$ cat config.mk
export PLATFORM = sky130hd
export DESIGN_NAME = leaf_group_free_list_allocator_unit_flat
export DESIGN_NICKNAME = d
export VERILOG_FILES = /design/src/design/lgfl_pkg.sv /design/src/design/lgfl_req_if.sv /design/src/design/lgfl_rsp_if.sv /design/src/design/leaf_group_free_list_allocator_unit.sv /design/src/design/lgfl_decode.sv /design/src/design/lgfl_ctrl.sv /design/src/design/lgfl_dpath.sv /design/src/flat_wrapper.sv
export VERILOG_INCLUDE_DIRS = /design/src /design/src/design
export SDC_FILE = /design/constraint.sdc
export NUM_CORES = 2
export LEC_CHECK = 0
export BUFFER_PORTS_ARGS = -buffer_cell sky130_fd_sc_hd__buf_2
export CAP_MARGIN = 25
export CORE_MARGIN = 4
export CORE_UTILIZATION = 46
export CTS_CLUSTER_DIAMETER = 30
export DETAILED_ROUTE_END_ITERATION = 10
export HOLD_SLACK_MARGIN = 0.15
export PLACE_DENSITY = 0.6
export REMOVE_ABC_BUFFERS = 1
export SKIP_CTS_REPAIR_TIMING = 1
export SLEW_MARGIN = 20
export SYNTH_ARGS = -nofsm -noshare
export SYNTH_HDL_FRONTEND = slang
export SYNTH_SLANG_ARGS = --single-unit
$ cat constraint.sdc
create_clock -name clock -period 16.8 [get_ports clock]
set_input_delay 0.84 -clock clock [delete_from_list [all_inputs] [get_ports clock]]
set_output_delay 0.84 -clock clock [all_outputs]
set_load 0.005 [all_outputs]
$ cat src/design/assert_macros.svh
// Concurrent check helpers for the leaf allocator RTL
`ifndef ASSERT_MACROS_SVH
`define ASSERT_MACROS_SVH

// Same-cycle implication, masked while reset is high
`define LGFL_ASSERT_IMPL(name, clk, rst, ante, cons) \
   name: assert property (@(posedge clk) disable iff (rst) (ante) |-> (cons)) \
      else $error("%m: same-cycle check failed");

// Next-cycle implication, masked while reset is high
`define LGFL_ASSERT_NEXT(name, clk, rst, ante, cons) \
   name: assert property (@(posedge clk) disable iff (rst) (ante) |=> (cons)) \
      else $error("%m: next-cycle check failed");

`endif

$ cat src/design/lgfl_pkg.sv
package lgfl_pkg;

   // Default geometry of the leaf pool
   localparam int MAX_GROUPS_DEF       = 16;
   localparam int LEAVES_PER_GROUP_DEF = 16;
   localparam int LEAF_BYTES_DEF       = 256;
   localparam int HEADER_BYTES_DEF     = 24;

   // Fixed-point scale of the reciprocal used to split an offset into slots
   localparam int RECIP_SHIFT = 27;

   typedef enum logic {
      CMD_ALLOC = 1'b0,
      CMD_FREE  = 1'b1
   } cmd_type;

   typedef enum logic [1:0] {
      RSP_OK       = 2'd0,
      RSP_NO_LEAF  = 2'd1,
      RSP_BAD_LEAF = 2'd2
   } status_type;

   typedef enum logic [2:0] {
      S_IDLE,
      S_OPEN,
      S_LAUNCH,
      S_DECODE,
      S_COMMIT
   } ctrl_state_type;

   // Controller to datapath
   typedef struct packed {
      logic ready;
      logic open_push;
      logic dec_go;
      logic commit;
   } ctrl_cmd_type;

   // Datapath to controller
   typedef struct packed {
      logic in_valid;
      logic in_free;
      logic stack_empty;
      logic group_left;
      logic open_last;
      logic dec_done;
      logic rsp_busy;
   } dp_status_type;

endpackage

$ cat src/design/lgfl_req_if.sv
interface lgfl_req_if;
   logic              valid;
   logic              ready;
   lgfl_pkg::cmd_type cmd;
   logic [7:0]        group_id;
   logic [15:0]       byte_offset;
   logic [7:0]        next_group;
   logic [15:0]       next_offset;

   modport source (
      output valid, cmd, group_id, byte_offset, next_group, next_offset,
      input  ready
   );

   modport sink (
      input  valid, cmd, group_id, byte_offset, next_group, next_offset,
      output ready
   );
endinterface

$ cat src/design/lgfl_rsp_if.sv
interface lgfl_rsp_if;
   logic                 valid;
   logic                 ready;
   lgfl_pkg::status_type status;
   logic [7:0]           leaf_group;
   logic [15:0]          leaf_offset;
   logic [4:0]           group_used;
   logic [8:0]           free_total;
   logic [7:0]           first_group;
   logic [15:0]          first_offset;

   modport source (
      output valid, status, leaf_group, leaf_offset, group_used, free_total,
             first_group, first_offset,
      input  ready
   );

   modport sink (
      input  valid, status, leaf_group, leaf_offset, group_used, free_total,
             first_group, first_offset,
      output ready
   );
endinterface

$ cat src/design/leaf_group_free_list_allocator_unit.sv
// Fixed-size leaf allocator with a LIFO free stack.
// req_ch carries one transaction per request: cmd selects allocate or free;
// a free names the leaf by group and byte offset and supplies the leaf's
// next pointer, which becomes the start leaf if the freed leaf was the start.
// rsp_ch returns one transaction per request: status, the leaf, its group's
// used count, the free-stack level and the current start leaf.
// Flow: a request is taken in the idle state, passes the launch step and the
// three-stage leaf decoder, and its result is loaded at the commit step; the
// next request is taken once the sequencer is idle again, one at a time.
// An allocation that finds the stack empty first opens the next group,
// pushing one slot per cycle. An allocation with no group left goes straight
// to commit and fails without a decode.
// Reset empties the stack, sets the next group to 1 and clears the start
// leaf; the used map of a group is cleared while the group is opened, so no
// clearing pass follows reset.
// A result waits in an output register; the next request is still accepted
// while it waits, and that request holds at its commit step until the
// waiting result has been taken.
`include "assert_macros.svh"

module leaf_group_free_list_allocator_unit #(
   parameter int MAX_GROUPS       = lgfl_pkg::MAX_GROUPS_DEF,
   parameter int LEAVES_PER_GROUP = lgfl_pkg::LEAVES_PER_GROUP_DEF,
   parameter int LEAF_BYTES       = lgfl_pkg::LEAF_BYTES_DEF,
   parameter int HEADER_BYTES     = lgfl_pkg::HEADER_BYTES_DEF
) (
   input logic        clock,
   input logic        reset,
   lgfl_req_if.sink   req_ch,
   lgfl_rsp_if.source rsp_ch
);

   lgfl_pkg::ctrl_cmd_type  ctl_cmd;
   lgfl_pkg::dp_status_type dp_stat;

   lgfl_ctrl u_ctrl (
      .clock   (clock),
      .reset   (reset),
      .dp_stat (dp_stat),
      .ctl_cmd (ctl_cmd)
   );

   lgfl_dpath #(
      .MAX_GROUPS       (MAX_GROUPS),
      .LEAVES_PER_GROUP (LEAVES_PER_GROUP),
      .LEAF_BYTES       (LEAF_BYTES),
      .HEADER_BYTES     (HEADER_BYTES)
   ) u_dpath (
      .clock   (clock),
      .reset   (reset),
      .req     (req_ch),
      .rsp     (rsp_ch),
      .ctl_cmd (ctl_cmd),
      .dp_stat (dp_stat)
   );

   // One transaction in flight: an accept closes the input for the next cycle
   `LGFL_ASSERT_NEXT(a_accept_closes, clock, reset, req_ch.valid && req_ch.ready, !req_ch.ready)
   // A commit always lands in the result register
   `LGFL_ASSERT_NEXT(a_commit_loads, clock, reset, ctl_cmd.commit, rsp_ch.valid)
   // Decoder results arrive only while a transaction is being worked on
   `LGFL_ASSERT_IMPL(a_done_busy, clock, reset, dp_stat.dec_done, !ctl_cmd.ready)
   // Never open a group beyond the last one
   `LGFL_ASSERT_IMPL(a_open_in_range, clock, reset, ctl_cmd.open_push, dp_stat.group_left)

endmodule

$ cat src/design/lgfl_decode.sv
// Three-stage leaf address decoder: (group, byte offset) to (group index, slot)
module lgfl_decode #(
   parameter int MAX_GROUPS       = lgfl_pkg::MAX_GROUPS_DEF,
   parameter int LEAVES_PER_GROUP = lgfl_pkg::LEAVES_PER_GROUP_DEF,
   parameter int LEAF_BYTES       = lgfl_pkg::LEAF_BYTES_DEF,
   parameter int HEADER_BYTES     = lgfl_pkg::HEADER_BYTES_DEF,
   localparam int GW  = (MAX_GROUPS > 1) ? $clog2(MAX_GROUPS) : 1,
   localparam int SW  = (LEAVES_PER_GROUP > 1) ? $clog2(LEAVES_PER_GROUP) : 1,
   localparam int NGW = $clog2(MAX_GROUPS + 2)
) (
   input  logic           clock,
   input  logic           reset,
   input  logic           go,
   input  logic [7:0]     group_id,
   input  logic [15:0]    byte_offset,
   input  logic [NGW-1:0] next_group,
   output logic           done,
   output logic           leaf_ok,
   output logic [GW-1:0]  leaf_grp,
   output logic [SW-1:0]  leaf_slot
);

   localparam int SPAN  = LEAVES_PER_GROUP * LEAF_BYTES;
   localparam int RECIP = (1 << lgfl_pkg::RECIP_SHIFT) / LEAF_BYTES + 1;
   localparam int RW    = $clog2(RECIP + 1);
   localparam int PW    = 16 + RW;

   logic [16:0]   rel_full;
   logic          in_span;
   logic          grp_ok;

   logic          s1_valid_ff;
   logic          s1_ok_ff;
   logic [15:0]   s1_rel_ff;
   logic [PW-1:0] s1_prod_ff;
   logic [GW-1:0] s1_grp_ff;

   logic          s2_valid_ff;
   logic          s2_ok_ff;
   logic [15:0]   s2_rel_ff;
   logic [15:0]   s2_slot_ff;
   logic [GW-1:0] s2_grp_ff;

   logic [31:0]   slot_back;

   logic          s3_valid_ff;
   logic          s3_ok_ff;
   logic [GW-1:0] s3_grp_ff;
   logic [SW-1:0] s3_slot_ff;

   // Offset below the header wraps high and so fails the span check too
   assign rel_full = {1'b0, byte_offset} - 17'(HEADER_BYTES);
   assign in_span  = rel_full < 17'(SPAN);
   assign grp_ok   = (group_id != 8'd0) &&
                     ({1'b0, group_id} < 9'(next_group)) &&
                     ({1'b0, group_id} <= 9'(MAX_GROUPS));

   // Stage 1: range checks and reciprocal product
   always_ff @(posedge clock) begin
      if (reset) begin
         s1_valid_ff <= 1'b0;
      end else begin
         s1_valid_ff <= go;
      end
      s1_ok_ff   <= in_span && grp_ok;
      s1_rel_ff  <= rel_full[15:0];
      s1_prod_ff <= PW'(rel_full[15:0]) * PW'(RECIP);
      s1_grp_ff  <= GW'(group_id - 8'd1);
   end

   // Stage 2: slot quotient
   always_ff @(posedge clock) begin
      if (reset) begin
         s2_valid_ff <= 1'b0;
      end else begin
         s2_valid_ff <= s1_valid_ff;
      end
      s2_ok_ff   <= s1_ok_ff;
      s2_rel_ff  <= s1_rel_ff;
      s2_slot_ff <= 16'(s1_prod_ff >> lgfl_pkg::RECIP_SHIFT);
      s2_grp_ff  <= s1_grp_ff;
   end

   // Stage 3: alignment check against the slot boundary
   assign slot_back = 32'(s2_slot_ff) * 32'(LEAF_BYTES);

   always_ff @(posedge clock) begin
      if (reset) begin
         s3_valid_ff <= 1'b0;
      end else begin
         s3_valid_ff <= s2_valid_ff;
      end
      s3_ok_ff   <= s2_ok_ff && (slot_back == 32'(s2_rel_ff));
      s3_grp_ff  <= s2_grp_ff;
      s3_slot_ff <= SW'(s2_slot_ff);
   end

   assign done      = s3_valid_ff;
   assign leaf_ok   = s3_ok_ff;
   assign leaf_grp  = s3_grp_ff;
   assign leaf_slot = s3_slot_ff;

endmodule

$ cat src/design/lgfl_ctrl.sv
// Sequencer: accept, open a group if needed, decode, commit
module lgfl_ctrl (
   input  logic                    clock,
   input  logic                    reset,
   input  lgfl_pkg::dp_status_type dp_stat,
   output lgfl_pkg::ctrl_cmd_type  ctl_cmd
);

   lgfl_pkg::ctrl_state_type state_ff;
   lgfl_pkg::ctrl_state_type state_in;

   always_ff @(posedge clock) begin
      if (reset) begin
         state_ff <= lgfl_pkg::S_IDLE;
      end else begin
         state_ff <= state_in;
      end
   end

   always_comb begin
      state_in = state_ff;
      ctl_cmd  = '0;
      unique case (state_ff)
         lgfl_pkg::S_IDLE: begin
            ctl_cmd.ready = 1'b1;
            if (dp_stat.in_valid) begin
               // Route on the incoming command and the stack level
               priority if (dp_stat.in_free) begin
                  state_in = lgfl_pkg::S_LAUNCH;
               end else if (!dp_stat.stack_empty) begin
                  state_in = lgfl_pkg::S_LAUNCH;
               end else if (dp_stat.group_left) begin
                  state_in = lgfl_pkg::S_OPEN;
               end else begin
                  state_in = lgfl_pkg::S_COMMIT;
               end
            end
         end
         lgfl_pkg::S_OPEN: begin
            ctl_cmd.open_push = 1'b1;
            if (dp_stat.open_last) begin
               state_in = lgfl_pkg::S_LAUNCH;
            end
         end
         lgfl_pkg::S_LAUNCH: begin
            ctl_cmd.dec_go = 1'b1;
            state_in       = lgfl_pkg::S_DECODE;
         end
         lgfl_pkg::S_DECODE: begin
            if (dp_stat.dec_done) begin
               state_in = lgfl_pkg::S_COMMIT;
            end
         end
         lgfl_pkg::S_COMMIT: begin
            // Hold until the result register can take the transaction
            if (!dp_stat.rsp_busy) begin
               ctl_cmd.commit = 1'b1;
               state_in       = lgfl_pkg::S_IDLE;
            end
         end
         default: begin
            state_in = lgfl_pkg::S_IDLE;
         end
      endcase
   end

endmodule

$ cat src/design/lgfl_dpath.sv
// Allocator datapath: free stack, used map, per-group counts, start pointer
module lgfl_dpath #(
   parameter int MAX_GROUPS       = lgfl_pkg::MAX_GROUPS_DEF,
   parameter int LEAVES_PER_GROUP = lgfl_pkg::LEAVES_PER_GROUP_DEF,
   parameter int LEAF_BYTES       = lgfl_pkg::LEAF_BYTES_DEF,
   parameter int HEADER_BYTES     = lgfl_pkg::HEADER_BYTES_DEF
) (
   input  logic                    clock,
   input  logic                    reset,
   lgfl_req_if.sink                req,
   lgfl_rsp_if.source              rsp,
   input  lgfl_pkg::ctrl_cmd_type  ctl_cmd,
   output lgfl_pkg::dp_status_type dp_stat
);

   localparam int TOTAL     = MAX_GROUPS * LEAVES_PER_GROUP;
   localparam int GW        = (MAX_GROUPS > 1) ? $clog2(MAX_GROUPS) : 1;
   localparam int SW        = (LEAVES_PER_GROUP > 1) ? $clog2(LEAVES_PER_GROUP) : 1;
   localparam int EW        = GW + SW;
   localparam int AW        = (TOTAL > 1) ? $clog2(TOTAL) : 1;
   localparam int CW        = $clog2(TOTAL + 1);
   localparam int NGW       = $clog2(MAX_GROUPS + 2);
   localparam int UW        = $clog2(LEAVES_PER_GROUP + 1);
   localparam int MAP_DEPTH = 1 << EW;

   // Captured request
   lgfl_pkg::cmd_type op_cmd_ff;
   logic [7:0]        op_grp_ff;
   logic [15:0]       op_off_ff;
   logic [7:0]        op_ngrp_ff;
   logic [15:0]       op_noff_ff;

   // Control state
   logic [CW-1:0]     free_count_ff, free_count_in;
   logic [NGW-1:0]    next_group_ff, next_group_in;
   logic [SW-1:0]     open_slot_ff, open_slot_in;
   logic [7:0]        start_grp_ff, start_grp_in;
   logic [15:0]       start_off_ff, start_off_in;
   logic              rsp_valid_ff, rsp_valid_in;

   // Memories and their read registers
   logic [EW-1:0]     stack_mem [TOTAL];
   logic              used_mem  [MAP_DEPTH];
   logic [UW-1:0]     upg_mem   [MAX_GROUPS];
   logic [EW-1:0]     stk_top_ff;
   logic              used_a_ff;
   logic              used_b_ff;
   logic [UW-1:0]     upg_rd_ff;

   // Result register
   lgfl_pkg::status_type rsp_status_ff, rsp_status_in;
   logic [7:0]        rsp_grp_ff, rsp_grp_in;
   logic [15:0]       rsp_off_ff, rsp_off_in;
   logic [4:0]        rsp_used_ff, rsp_used_in;
   logic [8:0]        rsp_total_ff;

   // Decoder hookup
   logic [7:0]        dec_grp_sel;
   logic [15:0]       dec_off_sel;
   logic              dec_done;
   logic              dec_ok;
   logic [GW-1:0]     dec_g0;
   logic [SW-1:0]     dec_slot;
   logic [EW-1:0]     dec_entry;

   logic              accept;
   logic              is_free;
   logic [CW-1:0]     fc_m1;
   logic [GW-1:0]     top_g0;
   logic [SW-1:0]     top_slot;
   logic [GW-1:0]     open_g0;
   logic [EW-1:0]     open_entry;
   logic              open_last;
   logic [GW-1:0]     upg_addr;
   logic              alloc_ok;
   logic              start_live;
   logic              free_ok;
   logic              stack_room;
   logic              is_start;
   logic              commit_alloc;
   logic              commit_free;
   logic [7:0]        a_grp;
   logic [15:0]       a_off;
   logic [UW-1:0]     a_used_new;
   logic [UW-1:0]     f_used_new;

   assign accept    = req.valid && req.ready;
   assign req.ready = ctl_cmd.ready;
   assign is_free   = (op_cmd_ff == lgfl_pkg::CMD_FREE);

   // Capture the request transaction
   always_ff @(posedge clock) begin
      if (accept) begin
         op_cmd_ff  <= req.cmd;
         op_grp_ff  <= req.group_id;
         op_off_ff  <= req.byte_offset;
         op_ngrp_ff <= req.next_group;
         op_noff_ff <= req.next_offset;
      end
   end

   // Decode the freed leaf, or the start leaf for an allocation
   assign dec_grp_sel = is_free ? op_grp_ff : start_grp_ff;
   assign dec_off_sel = is_free ? op_off_ff : start_off_ff;

   lgfl_decode #(
      .MAX_GROUPS       (MAX_GROUPS),
      .LEAVES_PER_GROUP (LEAVES_PER_GROUP),
      .LEAF_BYTES       (LEAF_BYTES),
      .HEADER_BYTES     (HEADER_BYTES)
   ) u_decode (
      .clock       (clock),
      .reset       (reset),
      .go          (ctl_cmd.dec_go),
      .group_id    (dec_grp_sel),
      .byte_offset (dec_off_sel),
      .next_group  (next_group_ff),
      .done        (dec_done),
      .leaf_ok     (dec_ok),
      .leaf_grp    (dec_g0),
      .leaf_slot   (dec_slot)
   );

   assign dec_entry  = {dec_g0, dec_slot};
   assign fc_m1      = free_count_ff - CW'(1);
   assign top_g0     = stk_top_ff[EW-1:SW];
   assign top_slot   = stk_top_ff[SW-1:0];
   assign open_g0    = GW'(next_group_ff - NGW'(1));
   assign open_entry = {open_g0, open_slot_ff};
   assign open_last  = (open_slot_ff == SW'(LEAVES_PER_GROUP - 1));
   assign upg_addr   = is_free ? dec_g0 : top_g0;

   // Read ports, registered every cycle
   always_ff @(posedge clock) begin
      stk_top_ff <= stack_mem[fc_m1[AW-1:0]];
      used_a_ff  <= used_mem[dec_entry];
      used_b_ff  <= used_mem[stk_top_ff];
      upg_rd_ff  <= upg_mem[upg_addr];
   end

   // Commit terms
   assign alloc_ok     = (free_count_ff != '0);
   assign start_live   = dec_ok && used_a_ff;
   assign free_ok      = dec_ok && used_a_ff;
   assign stack_room   = (free_count_ff < CW'(TOTAL));
   assign is_start     = (start_grp_ff == op_grp_ff) && (start_off_ff == op_off_ff);
   assign commit_alloc = ctl_cmd.commit && !is_free && alloc_ok;
   assign commit_free  = ctl_cmd.commit && is_free && free_ok;
   assign a_grp        = 8'(top_g0) + 8'd1;
   assign a_off        = 16'(32'(HEADER_BYTES) + 32'(top_slot) * 32'(LEAF_BYTES));
   assign a_used_new   = used_b_ff ? upg_rd_ff : upg_rd_ff + UW'(1);
   assign f_used_new   = (upg_rd_ff != '0) ? upg_rd_ff - UW'(1) : '0;

   // Memory writes: group opening clears and pushes, an allocation marks, a free clears and pushes
   always_ff @(posedge clock) begin
      if (ctl_cmd.open_push) begin
         stack_mem[free_count_ff[AW-1:0]] <= open_entry;
         used_mem[open_entry]             <= 1'b0;
         upg_mem[open_g0]                 <= '0;
      end else if (commit_alloc) begin
         used_mem[stk_top_ff] <= 1'b1;
         upg_mem[top_g0]      <= a_used_new;
      end else if (commit_free) begin
         if (stack_room) begin
            stack_mem[free_count_ff[AW-1:0]] <= dec_entry;
         end
         used_mem[dec_entry] <= 1'b0;
         upg_mem[dec_g0]     <= f_used_new;
      end
   end

   // Next values of the control state
   always_comb begin
      free_count_in = free_count_ff;
      next_group_in = next_group_ff;
      open_slot_in  = open_slot_ff;
      start_grp_in  = start_grp_ff;
      start_off_in  = start_off_ff;
      if (ctl_cmd.open_push) begin
         free_count_in = free_count_ff + CW'(1);
         open_slot_in  = open_last ? '0 : open_slot_ff + SW'(1);
         if (open_last) begin
            next_group_in = next_group_ff + NGW'(1);
         end
      end
      if (commit_alloc) begin
         free_count_in = free_count_ff - CW'(1);
         if (!start_live) begin
            start_grp_in = a_grp;
            start_off_in = a_off;
         end
      end
      if (commit_free) begin
         if (stack_room) begin
            free_count_in = free_count_ff + CW'(1);
         end
         if (is_start) begin
            start_grp_in = op_ngrp_ff;
            start_off_in = op_noff_ff;
         end
      end
   end

   // Result fields and handshake
   always_comb begin
      rsp_status_in = lgfl_pkg::RSP_OK;
      rsp_grp_in    = '0;
      rsp_off_in    = '0;
      rsp_used_in   = '0;
      if (is_free) begin
         if (free_ok) begin
            rsp_grp_in  = op_grp_ff;
            rsp_off_in  = op_off_ff;
            rsp_used_in = 5'(f_used_new);
         end else begin
            rsp_status_in = lgfl_pkg::RSP_BAD_LEAF;
         end
      end else begin
         if (alloc_ok) begin
            rsp_grp_in  = a_grp;
            rsp_off_in  = a_off;
            rsp_used_in = 5'(a_used_new);
         end else begin
            rsp_status_in = lgfl_pkg::RSP_NO_LEAF;
         end
      end
      rsp_valid_in = rsp_valid_ff && !rsp.ready;
      if (ctl_cmd.commit) begin
         rsp_valid_in = 1'b1;
      end
   end

   always_ff @(posedge clock) begin
      if (reset) begin
         free_count_ff <= '0;
         next_group_ff <= NGW'(1);
         open_slot_ff  <= '0;
         start_grp_ff  <= '0;
         start_off_ff  <= '0;
         rsp_valid_ff  <= 1'b0;
      end else begin
         free_count_ff <= free_count_in;
         next_group_ff <= next_group_in;
         open_slot_ff  <= open_slot_in;
         start_grp_ff  <= start_grp_in;
         start_off_ff  <= start_off_in;
         rsp_valid_ff  <= rsp_valid_in;
      end
   end

   // Load the result register at commit; state fields carry post-operation values
   always_ff @(posedge clock) begin
      if (ctl_cmd.commit) begin
         rsp_status_ff <= rsp_status_in;
         rsp_grp_ff    <= rsp_grp_in;
         rsp_off_ff    <= rsp_off_in;
         rsp_used_ff   <= rsp_used_in;
         rsp_total_ff  <= 9'(free_count_in);
      end
   end

   assign rsp.valid        = rsp_valid_ff;
   assign rsp.status       = rsp_status_ff;
   assign rsp.leaf_group   = rsp_grp_ff;
   assign rsp.leaf_offset  = rsp_off_ff;
   assign rsp.group_used   = rsp_used_ff;
   assign rsp.free_total   = rsp_total_ff;
   assign rsp.first_group  = start_grp_ff;
   assign rsp.first_offset = start_off_ff;

   // Status towards the sequencer
   assign dp_stat.in_valid    = req.valid;
   assign dp_stat.in_free     = (req.cmd == lgfl_pkg::CMD_FREE);
   assign dp_stat.stack_empty = (free_count_ff == '0);
   assign dp_stat.group_left  = (next_group_ff <= NGW'(MAX_GROUPS));
   assign dp_stat.open_last   = open_last;
   assign dp_stat.dec_done    = dec_done;
   assign dp_stat.rsp_busy    = rsp_valid_ff && !rsp.ready;

endmodule
$ cat src/flat_wrapper.sv
// flat-port wrapper written by rule: the top's interface ports become plain ports
module leaf_group_free_list_allocator_unit_flat 
#(
   parameter int MAX_GROUPS       = lgfl_pkg::MAX_GROUPS_DEF,
   parameter int LEAVES_PER_GROUP = lgfl_pkg::LEAVES_PER_GROUP_DEF,
   parameter int LEAF_BYTES       = lgfl_pkg::LEAF_BYTES_DEF,
   parameter int HEADER_BYTES     = lgfl_pkg::HEADER_BYTES_DEF
)
  (clock, reset, req_ch_valid, req_ch_cmd, req_ch_group_id, req_ch_byte_offset, req_ch_next_group, req_ch_next_offset, req_ch_ready, rsp_ch_valid, rsp_ch_status, rsp_ch_leaf_group, rsp_ch_leaf_offset, rsp_ch_group_used, rsp_ch_free_total, rsp_ch_first_group, rsp_ch_first_offset, rsp_ch_ready);
  lgfl_req_if req_ch_i ();
  lgfl_rsp_if rsp_ch_i ();
  input logic clock;
  input logic reset;
  input wire logic [$bits(req_ch_i.valid)-1:0] req_ch_valid;
  input wire logic [$bits(req_ch_i.cmd)-1:0] req_ch_cmd;
  input wire logic [$bits(req_ch_i.group_id)-1:0] req_ch_group_id;
  input wire logic [$bits(req_ch_i.byte_offset)-1:0] req_ch_byte_offset;
  input wire logic [$bits(req_ch_i.next_group)-1:0] req_ch_next_group;
  input wire logic [$bits(req_ch_i.next_offset)-1:0] req_ch_next_offset;
  output wire logic [$bits(req_ch_i.ready)-1:0] req_ch_ready;
  output wire logic [$bits(rsp_ch_i.valid)-1:0] rsp_ch_valid;
  output wire logic [$bits(rsp_ch_i.status)-1:0] rsp_ch_status;
  output wire logic [$bits(rsp_ch_i.leaf_group)-1:0] rsp_ch_leaf_group;
  output wire logic [$bits(rsp_ch_i.leaf_offset)-1:0] rsp_ch_leaf_offset;
  output wire logic [$bits(rsp_ch_i.group_used)-1:0] rsp_ch_group_used;
  output wire logic [$bits(rsp_ch_i.free_total)-1:0] rsp_ch_free_total;
  output wire logic [$bits(rsp_ch_i.first_group)-1:0] rsp_ch_first_group;
  output wire logic [$bits(rsp_ch_i.first_offset)-1:0] rsp_ch_first_offset;
  input wire logic [$bits(rsp_ch_i.ready)-1:0] rsp_ch_ready;
  assign req_ch_i.valid = req_ch_valid;
  assign req_ch_i.cmd = req_ch_cmd;
  assign req_ch_i.group_id = req_ch_group_id;
  assign req_ch_i.byte_offset = req_ch_byte_offset;
  assign req_ch_i.next_group = req_ch_next_group;
  assign req_ch_i.next_offset = req_ch_next_offset;
  assign req_ch_ready = req_ch_i.ready;
  assign rsp_ch_valid = rsp_ch_i.valid;
  assign rsp_ch_status = rsp_ch_i.status;
  assign rsp_ch_leaf_group = rsp_ch_i.leaf_group;
  assign rsp_ch_leaf_offset = rsp_ch_i.leaf_offset;
  assign rsp_ch_group_used = rsp_ch_i.group_used;
  assign rsp_ch_free_total = rsp_ch_i.free_total;
  assign rsp_ch_first_group = rsp_ch_i.first_group;
  assign rsp_ch_first_offset = rsp_ch_i.first_offset;
  assign rsp_ch_i.ready = rsp_ch_ready;
  leaf_group_free_list_allocator_unit #(.MAX_GROUPS(MAX_GROUPS), .LEAVES_PER_GROUP(LEAVES_PER_GROUP), .LEAF_BYTES(LEAF_BYTES), .HEADER_BYTES(HEADER_BYTES)) u_core (.clock(clock), .reset(reset), .req_ch(req_ch_i), .rsp_ch(rsp_ch_i));
endmodule
==> results.json <==
{
  "wl_per_cell_um": 27.98,
  "yosysSeqAreaShare_pct": 72.51,
  "rsz0062_at_grt": "false",
  "path_common_cell": "buf_4",
  "nNetsFinal": 6989,
  "avgSynthCellArea_um2": 16.24,
  "fillers": 17570,
  "cts_htree_levels": 6,
  "max_stage_delay_ps": 1060,
  "r2r_setup_slack_ps": 10220,
  "min_period_over_period_pct": 39.15,
  "syn_area_um2": 105400,
  "grt_overflow": 0,
  "hp-class": "in -> reg",
  "timing.critical_path.cells": "inv_1, ha_4, buf_12, buf_4, buf_4, mux2i_1, a22oi_1, a21oi_1, nor4_1, a2111oi_0, nand4_1",
  "via_count": 61200,
  "drive_above_1_share_pct": 18.80,
  "hold_violations": 0,
  "relSlewSlack_pct": 24.94,
  "die_x_um": 486.6,
  "ir_drop_mv": 0.1780,
  "ant_nets": 0,
  "cts_inserted_buffers": 534,
  "leakage_nw": 42.01,
  "cap_violations": 0,
  "path_max_fanout": 133,
  "cts_tree": "done",
  "insertion_delay_ps": 950,
  "most-common-layout-cells": "edfxtp_1, mux2i_1, nor2_1",
  "clk_path_buf_depth": 4,
  "grt_max_degree": 140,
  "core_area_um2": 227700,
  "first_iter_violations": 6527,
  "synth_cells": 6487,
  "ys_seq_elements": 2580,
  "place.gp.congestion": 0.8373,
  "cp.arrival_ps": 7370,
  "initial_core_util_pct": 46.27,
  "grt_pass1_vias": 61400,
  "grt_pass1_wl_um": 420300,
  "yosysWarnings": 0,
  "async_flop_share_pct": 0,
  "area_growth_pct": 21.42,
  "ff_latch_area_um2": 76420,
  "via_per_inst": 5.914,
  "cts_root_buffer": "clkbuf_16",
  "tightestPinTransition_ps": 1126,
  "report.final.slew_viol_count": 0,
  "clkTransAtPathRegs_ps": 40,
  "critical_path.startpoint_type": "flip-flop",
  "critPathKind": "reg -> reg",
  "ys.flop_type": "edfxtp_1",
  "drt_first_pass_iters": 5,
  "period_needed_ps": 6578,
  "multiInputGateArea_um2": 27350,
  "finalInstanceArea_um2": 127900,
  "final_common_cell": "edfxtp_1",
  "die_area_um2": 236800,
  "port_buffers": 118,
  "slowest_stage": "ha_4",
  "std_cell_rows": 175,
  "dp_hpwl_um": 169400,
  "grt_usage_pct": 23.94,
  "place_ws_ps": 10370,
  "placed_area_um2": 109500,
  "power_density_nw_per_um2": 160.1,
  "finClkSkew_ps": 85.06,
  "synth_edf_count": 2473,
  "crit_required_ps": 17590,
  "netlist-cell-type-count": 76,
  "drc_errors": 0,
  "clock.fmax_mhz": 152.0,
  "setup_slack_ps": 10220,
  "die_h_um": 486.6,
  "setup_viol": 0,
  "ios": 119,
  "outcome": "complete, no violations",
  "wirelength_um": 289500,
  "antenna_found_initial": 7,
  "cts_sinks": 2580,
  "cp-end-kind": "flip-flop"
}
worst max-delay path: cells and delay by family, from the launching register on:
family	cells	cell delay, ps
AND/OR/NAND/NOR	2	280
multiplexers	1	260
AO/OA/AOI/OAI	3	1120
flip-flops	1	710
buffers and inverters	4	2720
adder cells (fa/ha/maj)	1	1060
path summary, 6_finish.rpt:
path,start,end,cells after the start
worst max-delay path,u_core.u_dpath.free_count_ff[0],u_core.u_dpath.stk_top_ff[6],11
worst min-delay path,req_ch_valid,u_core.u_ctrl.state_ff[0],3
worst max register to register,u_core.u_dpath.free_count_ff[0],u_core.u_dpath.stk_top_ff[6],11
worst min register to register,u_core.u_dpath.u_decode.s1_rel_ff[5],u_core.u_dpath.u_decode.s2_rel_ff[5],0
routing by layer:
layer	share of wire, %	vias up	wire (um)	track usage, %
met2	46	2659	133800	37.03
met3	8.4	516	24240	5.535
met1	42	31460	122200	33.45
met4	3.2	2	9257	8.365
li1	-	26560	-	-
met5	0.0041	-	12	0
per-stage QoR:
step / TNS [ps] / cells / utilization [%] / hold slack (ps) / power (mW)
floorplan: -163510 / 6067 / - / 309.6 / 11.66
global placement: 0 / 9318 / 47.99 / 310.2 / 10.21
detailed placement: 0 / 9335 / 48.10 / 312.1 / 10.24
CTS: 0 / 10290 / 55.90 / 13.18 / 20.55
global route: 0 / 10350 / 56.18 / 181.1 / 21.08
finish: 0 / 10350 / 56.18 / 216.5 / 20.48
state kept, by name (all words and copies together), names as in the netlist, 9 cells and up:
name	flops
u_core.u_dpath.upg_mem	80
u_core.u_dpath.op_off_ff	16
u_core.u_dpath.u_decode.s2_rel_ff	12
u_core.u_dpath.op_noff_ff	16
u_core.u_dpath.used_mem	256
u_core.u_dpath.rsp.free_total	9
u_core.u_dpath.free_count_ff	9
u_core.u_dpath.u_decode.s1_rel_ff	12
u_core.u_dpath.stack_mem	2048
u_core.u_dpath.rsp.leaf_offset	16
u_core.u_dpath.rsp.first_offset	16
power breakdown:
part           internal (mW)  switching, mW  total [mW]
sequential              7.09          0.131        7.22
combinational           1.05           1.90        2.94
clock                   6.95           3.36        10.3
layout make-up:
| cell class | instances | area share, % |
|---|---|---|
| flip-flops and latches | 2580 | 59.73 |
| clock buffers | 609 | 10.98 |
| repair buffers | 316 | 1.892 |
| diodes | 3 | 0.005868 |
| multi-input cells | 3431 | 21.37 |
| clock inverters | 343 | 2.914 |
| well taps | 3009 | 2.943 |
| inverters | 56 | 0.1682 |
cell usage after synthesis (35+ instances only):
| master | n | area share, % |
|---|---|---|
| a2111oi_0 | 35 | 0.29 |
| a21boi_0 | 37 | 0.26 |
| a21oi_1 | 116 | 0.55 |
| a22oi_1 | 515 | 3.7 |
| buf_1 | 42 | 0.15 |
| buf_2 | 95 | 0.45 |
| clkbuf_1 | 261 | 0.93 |
| dfxtp_1 | 107 | 2.0 |
| edfxtp_1 | 2473 | 70 |
| inv_1 | 55 | 0.20 |
| mux2i_1 | 1107 | 11 |
| mux4_2 | 139 | 3.0 |
| nand2_1 | 126 | 0.45 |
| nand3_1 | 303 | 1.4 |
| nor2_1 | 589 | 2.1 |
| nor2b_1 | 35 | 0.21 |
kinds of logic (layout without fill, tap and decap cells):
| kind of cell | Yosys count | after routing | share of synthesized area (%) |
|---|---|---|---|
| flops | 2580 | 2580 | 72.51 |
| mux | 1271 | 1271 | 13.75 |
| buf+inv | 476 | 1324 | 1.901 |
| simple gates | 1253 | 1253 | 5.489 |
| fa+ha+maj | 17 | 17 | 0.2019 |
| other cells | 0 | 3 | 0 |
| compound gates | 827 | 827 | 5.609 |
| xor+xnor | 63 | 63 | 0.5379 |
(Power assumes the default switching activity.)
